--- config.mk ---
export PLATFORM = sky130hd
export DESIGN_NAME = bad_block_remap_store
export DESIGN_NICKNAME = d
export VERILOG_FILES = /design/src/rtl/bbrs_pkg.sv /design/src/rtl/bbrs_ram.sv /design/src/rtl/bbrs_datapath.sv /design/src/rtl/bbrs_ctrl.sv /design/src/rtl/bad_block_remap_store.sv
export SDC_FILE = /design/constraint.sdc
export NUM_CORES = 1
export LEC_CHECK = 0
export ABC_CLOCK_PERIOD_IN_PS = 5000
export BUFFER_PORTS_ARGS = -buffer_cell sky130_fd_sc_hd__buf_2
export CELL_PAD_IN_SITES_DETAIL_PLACEMENT = 1
export CELL_PAD_IN_SITES_GLOBAL_PLACEMENT = 1
export CORE_UTILIZATION = 50
export CTS_CLUSTER_SIZE = 16
export DETAILED_ROUTE_END_ITERATION = 10
export GPL_TIMING_DRIVEN = 1
export MAX_ROUTING_LAYER = met4
export PLACE_DENSITY = 0.76
export SLEW_MARGIN = 20
export SYNTH_ARGS = -nofsm -noshare
export SYNTH_HDL_FRONTEND = slang
export SYNTH_SLANG_ARGS = --single-unit
--- constraint.sdc ---
create_clock -name i_clk -period 5 [get_ports i_clk]
set_input_delay 0.25 -clock i_clk [delete_from_list [all_inputs] [get_ports i_clk]]
set_output_delay 0.25 -clock i_clk [all_outputs]
set_load 0.05 [all_outputs]
--- src/rtl/bbrs_pkg.sv ---
// ----------------------------------------------------------------------------
// bbrs_pkg
// Shared types and constants of the bad-block remap store.
// ----------------------------------------------------------------------------
package bbrs_pkg;

    localparam int NUM_BLOCKS_DEF = 128;
    localparam int NUM_SPARES_DEF = 16;

    localparam int CMD_W    = 2;
    localparam int BLOCK_W  = 7;
    localparam int LEN_W    = 7;
    localparam int TAG_W    = 8;
    localparam int STATUS_W = 2;
    localparam int ADDR_W   = 8;

    localparam int IN_TDATA_W  = 24;
    localparam int OUT_TDATA_W = 24;

    localparam logic [LEN_W-1:0] MAX_RUN = 7'd64;

    localparam logic [CMD_W-1:0] CMD_MARK  = 2'd0;
    localparam logic [CMD_W-1:0] CMD_WRITE = 2'd1;
    localparam logic [CMD_W-1:0] CMD_READ  = 2'd2;

    localparam logic [STATUS_W-1:0] ST_OK       = 2'd0;
    localparam logic [STATUS_W-1:0] ST_NO_SPARE = 2'd1;
    localparam logic [STATUS_W-1:0] ST_BEYOND   = 2'd2;

    typedef enum logic [2:0] {
        S_CLEAR,
        S_IDLE,
        S_DISPATCH,
        S_MARK,
        S_LOOK,
        S_ACC,
        S_RDATA,
        S_ACK
    } t_state;

    typedef struct packed {
        logic load;
        logic clr_step;
        logic look;
        logic acc_wr;
        logic emit_mark;
        logic emit_read;
        logic emit_ack;
        logic next;
    } t_dp_cmd;

    typedef struct packed {
        logic             clr_done;
        logic             out_free;
        logic             run_done;
        logic             last_blk;
        logic             beyond;
        logic [CMD_W-1:0] cmd;
    } t_dp_stat;

endpackage

--- src/rtl/bbrs_ram.sv ---
// ----------------------------------------------------------------------------
// bbrs_ram
// Generic single-port RAM with one write port and a registered read.
// ----------------------------------------------------------------------------
module bbrs_ram #(
    parameter int WIDTH = 8,
    parameter int DEPTH = 128
) (
    input  logic                     i_clk,
    input  logic                     i_we,
    input  logic [$clog2(DEPTH)-1:0] i_addr,
    input  logic [WIDTH-1:0]         i_wdata,
    output logic [WIDTH-1:0]         o_rdata
);

    logic [WIDTH-1:0] r_mem [DEPTH];
    logic [WIDTH-1:0] r_rdata;

    always_ff @(posedge i_clk) begin
        if (i_we) begin
            r_mem[i_addr] <= i_wdata;
        end
        r_rdata <= r_mem[i_addr];
    end

    assign o_rdata = r_rdata;

endmodule

--- src/rtl/bbrs_datapath.sv ---
// ----------------------------------------------------------------------------
// bbrs_datapath
// Remap table, block store, run counters and the result register.
// ----------------------------------------------------------------------------
module bbrs_datapath #(
    parameter int NUM_BLOCKS = bbrs_pkg::NUM_BLOCKS_DEF,
    parameter int NUM_SPARES = bbrs_pkg::NUM_SPARES_DEF
) (
    input  logic                               i_clk,
    input  logic                               i_rst_n,
    input  bbrs_pkg::t_dp_cmd                  i_cmd,
    output bbrs_pkg::t_dp_stat                 o_stat,
    input  logic [bbrs_pkg::IN_TDATA_W-1:0]    i_s_tdata,
    input  logic [bbrs_pkg::CMD_W-1:0]         i_s_tuser,
    input  logic                               i_m_tready,
    output logic                               o_m_tvalid,
    output logic [bbrs_pkg::OUT_TDATA_W-1:0]   o_m_tdata,
    output logic [bbrs_pkg::STATUS_W-1:0]      o_m_tuser,
    output logic                               o_m_tlast
);

    localparam int AW         = $clog2(NUM_BLOCKS);
    localparam int SW         = $clog2(NUM_SPARES + 1);
    localparam int TIW        = (NUM_SPARES > 1) ? $clog2(NUM_SPARES) : 1;
    localparam int SPARE_BASE = (NUM_BLOCKS > NUM_SPARES) ? (NUM_BLOCKS - NUM_SPARES) : 0;
    localparam int CW         = 9;

    logic [bbrs_pkg::CMD_W-1:0]    r_cmd;
    logic [bbrs_pkg::BLOCK_W-1:0]  r_first;
    logic [bbrs_pkg::LEN_W-1:0]    r_len;
    logic [bbrs_pkg::TAG_W-1:0]    r_tag;
    logic [bbrs_pkg::LEN_W-1:0]    r_cnt;
    logic [bbrs_pkg::ADDR_W-1:0]   r_lb;
    logic                          r_skip;
    logic [AW-1:0]                 r_hit_pb;
    logic                          r_lb_ok;
    logic [bbrs_pkg::ADDR_W-1:0]   r_pb0;
    logic [bbrs_pkg::BLOCK_W-1:0]  r_table [NUM_SPARES];
    logic [SW-1:0]                 r_used;
    logic [AW-1:0]                 r_clr;

    logic                          r_out_valid;
    logic [bbrs_pkg::STATUS_W-1:0] r_out_status;
    logic [bbrs_pkg::ADDR_W-1:0]   r_out_lb;
    logic [bbrs_pkg::ADDR_W-1:0]   r_out_pb;
    logic [bbrs_pkg::TAG_W-1:0]    r_out_rd;
    logic                          r_out_last;

    logic [bbrs_pkg::BLOCK_W-1:0]  in_first;
    logic [bbrs_pkg::LEN_W-1:0]    in_len;
    logic [bbrs_pkg::TAG_W-1:0]    in_tag;
    logic                          hit_any;
    logic [TIW-1:0]                hit_idx;
    logic [AW-1:0]                 look_pb;
    logic                          lb_beyond;
    logic                          first_beyond;
    logic [CW-1:0]                 spare;
    logic                          no_spare;
    logic                          out_free;
    logic                          ram_we;
    logic [AW-1:0]                 ram_addr;
    logic [bbrs_pkg::TAG_W-1:0]    ram_wdata;
    logic [bbrs_pkg::TAG_W-1:0]    ram_rdata;

    assign in_first = i_s_tdata[bbrs_pkg::BLOCK_W-1:0];
    assign in_len   = i_s_tdata[bbrs_pkg::BLOCK_W +: bbrs_pkg::LEN_W];
    assign in_tag   = i_s_tdata[bbrs_pkg::BLOCK_W + bbrs_pkg::LEN_W +: bbrs_pkg::TAG_W];

    // The lowest matching table entry wins.
    always_comb begin
        hit_any = 1'b0;
        hit_idx = '0;
        for (int k = NUM_SPARES - 1; k >= 0; k--) begin
            if ((k < int'(r_used)) && ({1'b0, r_table[k]} == r_lb)) begin
                hit_any = 1'b1;
                hit_idx = TIW'(k);
            end
        end
    end

    assign look_pb      = hit_any ? (AW'(SPARE_BASE) + AW'(hit_idx)) : r_lb[AW-1:0];
    assign lb_beyond    = ({1'b0, r_lb} >= CW'(NUM_BLOCKS));
    assign first_beyond = ({2'b0, r_first} >= CW'(NUM_BLOCKS));
    assign spare        = CW'(SPARE_BASE) + CW'(r_used);
    assign no_spare     = (int'(r_used) >= NUM_SPARES) || (spare >= CW'(NUM_BLOCKS));
    assign out_free     = !r_out_valid || i_m_tready;

    assign ram_we    = i_cmd.clr_step || i_cmd.acc_wr;
    assign ram_addr  = i_cmd.clr_step ? r_clr : r_hit_pb;
    assign ram_wdata = i_cmd.clr_step ? '0 : r_tag;

    bbrs_ram #(
        .WIDTH (bbrs_pkg::TAG_W),
        .DEPTH (NUM_BLOCKS)
    ) u_store (
        .i_clk   (i_clk),
        .i_we    (ram_we),
        .i_addr  (ram_addr),
        .i_wdata (ram_wdata),
        .o_rdata (ram_rdata)
    );

    always_ff @(posedge i_clk) begin
        if (!i_rst_n) begin
            r_used      <= '0;
            r_clr       <= '0;
            r_out_valid <= 1'b0;
        end else begin
            if (i_cmd.clr_step) begin
                r_clr <= r_clr + 1'b1;
            end
            if (i_cmd.emit_mark && !first_beyond && !no_spare) begin
                r_used <= r_used + 1'b1;
            end
            if (i_cmd.emit_mark || i_cmd.emit_read || i_cmd.emit_ack) begin
                r_out_valid <= 1'b1;
            end else if (i_m_tready) begin
                r_out_valid <= 1'b0;
            end
        end
    end

    always_ff @(posedge i_clk) begin
        if (i_cmd.load) begin
            r_cmd   <= i_s_tuser;
            r_first <= in_first;
            r_len   <= (in_len > bbrs_pkg::MAX_RUN) ? bbrs_pkg::MAX_RUN : in_len;
            r_tag   <= in_tag;
            r_cnt   <= '0;
            r_lb    <= {1'b0, in_first};
            r_skip  <= 1'b0;
        end
        if (i_cmd.look) begin
            r_hit_pb <= look_pb;
            r_lb_ok  <= !lb_beyond;
            if (r_cnt == '0) begin
                r_pb0 <= lb_beyond ? '0 : bbrs_pkg::ADDR_W'(look_pb);
            end
            if ((r_cnt != r_len) && lb_beyond) begin
                r_skip <= 1'b1;
            end
        end
        if (i_cmd.next) begin
            r_cnt <= r_cnt + 1'b1;
            r_lb  <= r_lb + 1'b1;
        end
        if (i_cmd.emit_mark && !first_beyond && !no_spare) begin
            r_table[r_used[TIW-1:0]] <= r_first;
        end
        if (i_cmd.emit_mark) begin
            r_out_lb   <= {1'b0, r_first};
            r_out_rd   <= '0;
            r_out_last <= 1'b1;
            if (first_beyond) begin
                r_out_status <= bbrs_pkg::ST_BEYOND;
                r_out_pb     <= '0;
            end else if (no_spare) begin
                r_out_status <= bbrs_pkg::ST_NO_SPARE;
                r_out_pb     <= '0;
            end else begin
                r_out_status <= bbrs_pkg::ST_OK;
                r_out_pb     <= spare[bbrs_pkg::ADDR_W-1:0];
            end
        end
        if (i_cmd.emit_read) begin
            r_out_status <= r_lb_ok ? bbrs_pkg::ST_OK : bbrs_pkg::ST_BEYOND;
            r_out_lb     <= r_lb;
            r_out_pb     <= r_lb_ok ? bbrs_pkg::ADDR_W'(r_hit_pb) : '0;
            r_out_rd     <= r_lb_ok ? ram_rdata : '0;
            r_out_last   <= (r_cnt + 1'b1 == r_len);
        end
        if (i_cmd.emit_ack) begin
            r_out_status <= r_skip ? bbrs_pkg::ST_BEYOND : bbrs_pkg::ST_OK;
            r_out_lb     <= {1'b0, r_first};
            r_out_pb     <= r_pb0;
            r_out_rd     <= '0;
            r_out_last   <= 1'b1;
        end
    end

    assign o_stat.clr_done = (r_clr == AW'(NUM_BLOCKS - 1));
    assign o_stat.out_free = out_free;
    assign o_stat.run_done = (r_cnt == r_len);
    assign o_stat.last_blk = (r_cnt + 1'b1 == r_len);
    assign o_stat.beyond   = lb_beyond;
    assign o_stat.cmd      = r_cmd;

    assign o_m_tvalid = r_out_valid;
    assign o_m_tdata  = {r_out_rd, r_out_pb, r_out_lb};
    assign o_m_tuser  = r_out_status;
    assign o_m_tlast  = r_out_last;

endmodule

--- src/rtl/bbrs_ctrl.sv ---
// ----------------------------------------------------------------------------
// bbrs_ctrl
// Sequencer for store clearing, marks and block runs.
// ----------------------------------------------------------------------------
module bbrs_ctrl (
    input  logic               i_clk,
    input  logic               i_rst_n,
    input  logic               i_s_tvalid,
    output logic               o_s_tready,
    input  bbrs_pkg::t_dp_stat i_stat,
    output bbrs_pkg::t_dp_cmd  o_cmd
);

    bbrs_pkg::t_state r_state;
    bbrs_pkg::t_state n_state;

    always_ff @(posedge i_clk) begin
        if (!i_rst_n) begin
            r_state <= bbrs_pkg::S_CLEAR;
        end else begin
            r_state <= n_state;
        end
    end

    always_comb begin
        n_state    = r_state;
        o_cmd      = '0;
        o_s_tready = 1'b0;
        case (r_state)
            bbrs_pkg::S_CLEAR: begin
                o_cmd.clr_step = 1'b1;
                if (i_stat.clr_done) begin
                    n_state = bbrs_pkg::S_IDLE;
                end
            end
            bbrs_pkg::S_IDLE: begin
                o_s_tready = 1'b1;
                if (i_s_tvalid) begin
                    o_cmd.load = 1'b1;
                    n_state    = bbrs_pkg::S_DISPATCH;
                end
            end
            bbrs_pkg::S_DISPATCH: begin
                case (i_stat.cmd)
                    bbrs_pkg::CMD_MARK:  n_state = bbrs_pkg::S_MARK;
                    bbrs_pkg::CMD_WRITE: n_state = bbrs_pkg::S_LOOK;
                    bbrs_pkg::CMD_READ: begin
                        n_state = i_stat.run_done ? bbrs_pkg::S_IDLE : bbrs_pkg::S_LOOK;
                    end
                    default: n_state = bbrs_pkg::S_IDLE;
                endcase
            end
            bbrs_pkg::S_MARK: begin
                if (i_stat.out_free) begin
                    o_cmd.emit_mark = 1'b1;
                    n_state         = bbrs_pkg::S_IDLE;
                end
            end
            bbrs_pkg::S_LOOK: begin
                o_cmd.look = 1'b1;
                if (i_stat.cmd == bbrs_pkg::CMD_WRITE) begin
                    if (i_stat.run_done || i_stat.beyond) begin
                        n_state = bbrs_pkg::S_ACK;
                    end else begin
                        n_state = bbrs_pkg::S_ACC;
                    end
                end else begin
                    n_state = i_stat.beyond ? bbrs_pkg::S_RDATA : bbrs_pkg::S_ACC;
                end
            end
            bbrs_pkg::S_ACC: begin
                if (i_stat.cmd == bbrs_pkg::CMD_WRITE) begin
                    o_cmd.acc_wr = 1'b1;
                    o_cmd.next   = 1'b1;
                    n_state      = bbrs_pkg::S_LOOK;
                end else begin
                    n_state = bbrs_pkg::S_RDATA;
                end
            end
            bbrs_pkg::S_RDATA: begin
                if (i_stat.out_free) begin
                    o_cmd.emit_read = 1'b1;
                    o_cmd.next      = 1'b1;
                    n_state = i_stat.last_blk ? bbrs_pkg::S_IDLE : bbrs_pkg::S_LOOK;
                end
            end
            bbrs_pkg::S_ACK: begin
                if (i_stat.out_free) begin
                    o_cmd.emit_ack = 1'b1;
                    n_state        = bbrs_pkg::S_IDLE;
                end
            end
            default: n_state = bbrs_pkg::S_IDLE;
        endcase
    end

endmodule

--- src/rtl/bad_block_remap_store.sv ---
// ----------------------------------------------------------------------------
// bad_block_remap_store
// Block store with bad-block sparing through a first-match remap table.
//
// Channel   Direction  tdata (low bit up)                            tuser    tlast
// s_axis    in         first_block[6:0] run_length[13:7] tag[21:14]  cmd      -
// m_axis    out        logical[7:0] physical[15:8] read_data[23:16]  status   last
//
// After reset every store entry is cleared while s_axis is held off.
// A mark passes through dispatch and emits its word; a write run looks up and
// stores each block, then emits one ack word; a read run looks up each block and
// reads the store (a block beyond range skips the read). One word is taken at a time; a
// stalled m_axis holds the sequencer at its next result word.
// ----------------------------------------------------------------------------
module bad_block_remap_store #(
    parameter int NUM_BLOCKS = bbrs_pkg::NUM_BLOCKS_DEF,
    parameter int NUM_SPARES = bbrs_pkg::NUM_SPARES_DEF
) (
    input  logic                             i_clk,
    input  logic                             i_rst_n,
    input  logic                             i_s_axis_tvalid,
    output logic                             o_s_axis_tready,
    // first_block[6:0], run_length[13:7], tag_value[21:14], zero pad
    input  logic [bbrs_pkg::IN_TDATA_W-1:0]  i_s_axis_tdata,
    // cmd[1:0]
    input  logic [bbrs_pkg::CMD_W-1:0]       i_s_axis_tuser,
    output logic                             o_m_axis_tvalid,
    input  logic                             i_m_axis_tready,
    // logical_block[7:0], physical_block[15:8], read_data[23:16]
    output logic [bbrs_pkg::OUT_TDATA_W-1:0] o_m_axis_tdata,
    // status[1:0]
    output logic [bbrs_pkg::STATUS_W-1:0]    o_m_axis_tuser,
    output logic                             o_m_axis_tlast
);

    bbrs_pkg::t_dp_cmd  dp_cmd;
    bbrs_pkg::t_dp_stat dp_stat;

    bbrs_ctrl u_ctrl (
        .i_clk      (i_clk),
        .i_rst_n    (i_rst_n),
        .i_s_tvalid (i_s_axis_tvalid),
        .o_s_tready (o_s_axis_tready),
        .i_stat     (dp_stat),
        .o_cmd      (dp_cmd)
    );

    bbrs_datapath #(
        .NUM_BLOCKS (NUM_BLOCKS),
        .NUM_SPARES (NUM_SPARES)
    ) u_dp (
        .i_clk      (i_clk),
        .i_rst_n    (i_rst_n),
        .i_cmd      (dp_cmd),
        .o_stat     (dp_stat),
        .i_s_tdata  (i_s_axis_tdata),
        .i_s_tuser  (i_s_axis_tuser),
        .i_m_tready (i_m_axis_tready),
        .o_m_tvalid (o_m_axis_tvalid),
        .o_m_tdata  (o_m_axis_tdata),
        .o_m_tuser  (o_m_axis_tuser),
        .o_m_tlast  (o_m_axis_tlast)
    );

endmodule
==> flow_summary.toml, run 1 <==
[sta]
finalHoldViolations = 0
worst_pin_slew_ns = 1.17
max_freq_mhz = 224
fin_skew_ns = 0.0413
finalMaxSlewViolations = 0
finalCriticalPeriod_ns = 4.47
setup_slack_ns = 0.532
post-route-period-util = 0.894
rsz0062_at_grt = "no"
setup-violations-final = 0
relSlewSlack = 0.203
tns_ns = 0

[finish]
fill_cells = 8613
multi_input_area_sq_um = 9960
finalNonFillerCells = 4587
fin_nets = 3268
layout-drive-gt1-share = 0.145
post-route-util = 0.587
seq_area_sq_um = 36900
most-common-layout-cells = "1207 x edfxtp_1, 228 x nand2_1, 203 x nor2_1, 186 x buf_4, 174 x a22oi_1"
area_growth_pct = 15.6
final_common_cell = "edfxtp_1"

[cts]
path_clk_slew_ns = 0.07
clock_sinks = 1242
clk_latency_ns = 0.77
cts_buffer_depth = 3
root_buffer = "clkbuf_16"
htree_levels = 4
cts_tree = "done"
numCtsBuffers = 130

[yosys]
synth_area_per_cell_sq_um = 15.9
seq_area_frac_synth = 0.775
syn_nets = 3037
synth_fa_ha_area_frac = 0.00236
synth_top_family_by_area = "compound AO/OA/AOI/OAI gates"
ys_ff_latch = 1242
synth_area_sq_um = 47600
synth_compound_area_frac = 0.100
synth_xor_area_frac = 0.0261
synth_area_leaders = "edfxtp_1 76%, a22oi_1 2.7%, a222oi_1 2.6%"
synth_mux_area_frac = 0.00856
synth-edff-count = 1207
netlist-cell-type-count = 67
yosysTopAreaCellShare = 0.761
synth_cells = 2998
async_flop_share = 0
synth_ff_type = "edfxtp_1"
yosys_warnings = 0
synth_area_leader_cell = "edfxtp_1"
synth_simple_gate_area_frac = 0.0696

[routing]
drtAntennaViolNets = 0
initialDrtViolationCount = 4589
drc_errors = 0
dr.pass1.iters = 7
vias = 30800
drt-total-wl_um = 154000
viasPerCell = 6.71
wire_per_inst_um = 33.5

[setup_path]
cp-start-kind = "register"
cpLargestDelayFamily = "simple AND/OR/NAND/NOR gates"
r2r_cells = 7
crit_cells = 7
worst-endpoint-arrival_ns = 4.84
crit_slowest_cell = "nor2_1"
path_buf_inv = 2
setup.worst_path.class = "reg2reg"
cp-end-kind = "register"
required_ns = 5.38
critPathMaxFanout = 25
crit_chain = "or3_2 -> buf_4 -> buf_4 -> mux2_2 -> nor2_1 -> nand2_1 -> nor2_1"
max_stage_delay_ns = 0.84

[floorplanning]
io_pins = 59
rows = 112
initial_core_util = 0.507
core_region_area_sq_um = 93900
die_h_um = 311
die-area_sq_um = 96500
dieWidth_um = 311

[hold_path]
hp-class = "in2reg"
min_path_cells = 2

[grt]
use_met2 = 0.514
grt_pass1_wl_um = 221000
grt_usage = 0.325
busiest_layer = "met2"
groute.layer.met3.usage = 0.0674
grt_use_met1 = 0.401
grt_pass1_vias = 32100
antenna_found_initial = 3
grt_max_degree = 105
grt_overflow_total = 0

[power_and_ir_drop]
p_leak_uw = 0.0180
vdd_drop_max_v = 0.000351
p_per_area_nw_per_um2 = 405

[placed_design]
dp.cells = 4316
place_congestion = 0.976
portBuffers = 56
hpwlAfterDp_um = 92400
place_ws_ns = 0.693

[outcome]
status = "finished, final reports clean"

[job]
max-cap-violations = 0
[final cells by class]
type,instances,area share
clock inverters,72,0.0140
multi-input cells,1552,0.181
clock buffers,160,0.0630
inverters,15,0.00102
repair buffers,288,0.0418
well taps,1254,0.0285
flip-flops and latches,1242,0.671
diodes,4,0.000182
[repair_timing]
| item | 4_1_cts | 5_1_grt |
|---|---|---|
| buffers inserted | 0 | 0 |
| endpoints found under the hold margin | 48 | 0 |
| resized for setup | 0 | 0 |
| hold buffers | 31 | 0 |
[metal layers]
metal | up-vias | wire length [um]
met4 | 0 | 7680
li1 | 12400 | -
met1 | 15700 | 55600
met5 | - | 0
met3 | 485 | 16200
met2 | 2169 | 74200
[power breakdown]
part           switching [uW]  internal (uW)
Combinational             799            365
Sequential               51.2          11300
Clock                    4140           5680
[per-stage QoR]
| step | hold slack (ns) | power (uW) | instance area (sq um) |
|---|---|---|---|
| 5_1_grt | 0.221 | 22700 | 55100 |
| 2_1_floorplan | 0.349 | 12100 | 47600 |
| 6_report | 0.221 | 22300 | 55100 |
| 3_5_place_dp | 0.429 | 12600 | 50400 |
| 3_3_place_gp | 0.427 | 12600 | 50400 |
| 4_1_cts | 0.184 | 22300 | 55000 |
[state kept, by name, indices dropped and copies added, names as in the netlist, 2 cells and up]
name and flops:
u_dp.r_out_lb 8, u_dp.o_m_tuser 2, u_dp.r_out_rd 8, u_dp.r_out_pb 8, u_dp.r_table 112, u_dp.r_tag 8, u_ctrl.r_state 3, u_dp.r_len 7
u_dp.r_lb 8, u_dp.r_cnt 7, u_dp.r_clr 7, u_dp.r_hit_pb 7, u_dp.r_first 7, u_dp.u_store.o_rdata 8, u_dp.u_store.r_mem 1024, u_dp.r_cmd 2
u_dp.r_pb0 7, u_dp.r_used 5
[Yosys cell counts, types with 13 or more instances]
| cell | count |
|---|---|
| edfxtp_1 | 1207 |
| nand2_1 | 228 |
| nor2_1 | 204 |
| a22oi_1 | 174 |
| a21oi_1 | 135 |
| a222oi_1 | 122 |
| clkbuf_1 | 114 |
| nand3_1 | 95 |
| xnor2_1 | 74 |
| xor2_1 | 68 |
| buf_2 | 38 |
| dfxtp_1 | 35 |
| o22ai_1 | 35 |
| nand4_1 | 34 |
| nor3_1 | 32 |
| a31oi_1 | 31 |
| nor4_1 | 31 |
| buf_1 | 30 |
| a22o_1 | 26 |
| and2_1 | 23 |
| a221oi_1 | 21 |
| mux2i_1 | 21 |
| o21ai_0 | 20 |
| a21o_1 | 16 |
| and3_1 | 16 |
| inv_1 | 15 |
| nand2b_1 | 13 |
[cell families (layout without fill, tap and decap cells)]
logic type,after synthesis,count (layout)
fa+ha+maj,9,9
compound gates,641,641
flops,1242,1242
simple gates,722,722
xor+xnor,142,142
mux,37,37
other cells,1,5
buf+inv,204,535
[worst paths after layout]
check	from	endpoint	slack [ns]
max	u_ctrl.r_state[2]	u_dp.u_store.r_mem[22][0]	0.53
max reg2reg	u_ctrl.r_state[2]	u_dp.u_store.r_mem[22][0]	0.53
min	i_s_axis_tdata[15]	u_dp.r_tag[1]	0.22
min reg2reg	u_dp.r_out_lb[7]	u_dp.r_out_lb[7]	0.50
(Power assumes the default switching activity.)
==> run 2: changes to the inputs <==
- ABC_CLOCK_PERIOD_IN_PS: 5000 -> 5600
- TNS_END_PERCENT: unset -> 1
- clock period: 5 -> 5.6 ns (I/O delays scaled with it)
==> flow_summary.toml, run 2 (synthesis gave the netlist of run 1 again) <==
[outcome]
status = "finished, final reports clean"

[finish]
largest_reg_flops = 1024
top_register = "u_dp.u_store.r_mem"
final_common_cell = "edfxtp_1"
area_growth_pct = 13.6
fin_nets = 3178
finalNonFillerCells = 4497
layout-drive-gt1-share = 0.121
most-common-layout-cells = "1207 x edfxtp_1, 227 x nand2_1, 203 x nor2_1, 174 x a22oi_1, 135 x a21oi_1"

[setup_path]
required_ns = 6.19
max_stage_delay_ns = 0.80
worst-endpoint-arrival_ns = 5.18
setup.worst_path.class = "reg2reg"
cp-end-kind = "register"
critPathMaxFanout = 23
crit_slowest_cell = "dfxtp_1"
crit_chain = "or3_2 -> mux2i_2 -> buf_4 -> nor2_1 -> nand2_1 -> o22ai_1 -> a2111oi_1 -> nand4_1"
cp-start-kind = "register"

[cts]
path_clk_slew_ns = 0.06
cts.repair.resized = 0
cts_buffer_depth = 3
ctsHoldBuffers = 31
clk_latency_ns = 0.76
clock_sinks = 1242
numCtsBuffers = 131
post_cts_buffers = 0
htree_levels = 4
root_buffer = "clkbuf_16"
cts_tree = "done"

[placed_design]
place_congestion = 0.944
place_ws_ns = 1.27
dp.cells = 4227
portBuffers = 56
hpwlAfterDp_um = 85000

[grt]
grt_max_degree = 120
antenna_found_initial = 3
grt_usage = 0.307
grt_pass1_wl_um = 210000
grt_overflow_total = 0
grt_pass1_vias = 31100

[sta]
relSlewSlack = 0.186
finalMaxSlewViolations = 0
max_freq_mhz = 218
setup-violations-final = 0
setup_slack_ns = 1.02
tns_ns = 0
worst_pin_slew_ns = 1.22
finalHoldViolations = 0
fin_skew_ns = 0.0328
finalCriticalPeriod_ns = 4.58
rsz0062_at_grt = "no"
post-route-period-util = 0.818

[hold_path]
hp-class = "in2reg"

[routing]
drc_errors = 0
vias = 29900
dr.pass1.iters = 10
viasPerCell = 6.65
initialDrtViolationCount = 4519
drtAntennaViolNets = 0
wire_per_inst_um = 32.3
drt-total-wl_um = 145000

[floorplanning]
io_pins = 59
die-area_sq_um = 96500
dieWidth_um = 311
die_h_um = 311
core_region_area_sq_um = 93900
initial_core_util = 0.507
rows = 112

[power_and_ir_drop]
report.power.total_uw = 19400
p_leak_uw = 0.0174
vdd_drop_max_v = 0.000329
p_per_area_nw_per_um2 = 358

[job]
max-cap-violations = 0
## run 2: cell count changes in the layout (fill, tap and decap cells not counted), moves of 3 or more
| cell | change |
|---|---|
| inv_6 | +3 |
| clkinv_1 | -7 |
| clkinv_2 | +8 |
| clkbuf_1 | +11 |
| buf_4 | -88 |
| bufinv_16 | -8 |
| buf_12 | -3 |
## run 2: per-stage QoR
| stage | hold slack, ns | utilization | area (sq um) |
|---|---|---|---|
| CTS | 0.218 | 0.576 | 54100 |
| floorplan | 0.379 | - | 47600 |
| finish | 0.256 | 0.577 | 54100 |
| global route | 0.243 | 0.577 | 54100 |
| global placement | 0.456 | 0.530 | 49700 |
| detailed placement | 0.458 | 0.530 | 49700 |
## run 2: worst paths after layout
kind / end / slack [ns] / from / cells after the start
hold reg to reg: u_dp.r_skip / 0.48 / u_dp.r_skip / 1
setup reg to reg: u_dp.u_store.o_rdata[5] / 1.02 / u_ctrl.r_state[0] / 8
setup / recovery: u_dp.u_store.o_rdata[5] / 1.02 / u_ctrl.r_state[0] / 8
hold / removal: u_dp.r_tag[7] / 0.26 / i_s_axis_tdata[21] / 2
## run 2: critical path, delay by kind of cell (launching register included)
| family | cells | cell delay, ns |
|---|---|---|
| AND/OR/NAND/NOR | 4 | 1.68 |
| flip-flops | 1 | 0.80 |
| buffers and inverters | 1 | 0.26 |
| multiplexers | 1 | 0.77 |
| AO/OA/AOI/OAI | 2 | 0.90 |
## run 2: metal layers
layer	GRT usage	part of all wire
met5	-	0
met4	0.132	0.045
met3	0.0623	0.11
met2	0.487	0.48
met1	0.386	0.37
## run 2: power by group
group          internal (uW)  switching, uW
sequential             10100           45.9
combinational            291            675
clock                   4690           3600
## run 2: final cells by class
| cell class | count | area (sq um) |
|---|---|---|
| inverters | 15 | 56.3 |
| clock buffers | 170 | 3490 |
| repair buffers | 197 | 1580 |
| flip-flops and latches | 1242 | 36900 |
| clock inverters | 65 | 547 |
| diodes | 2 | 5.00 |
| multi-input cells | 1552 | 9960 |
| fillers | 8617 | 39700 |
| well taps | 1254 | 1570 |
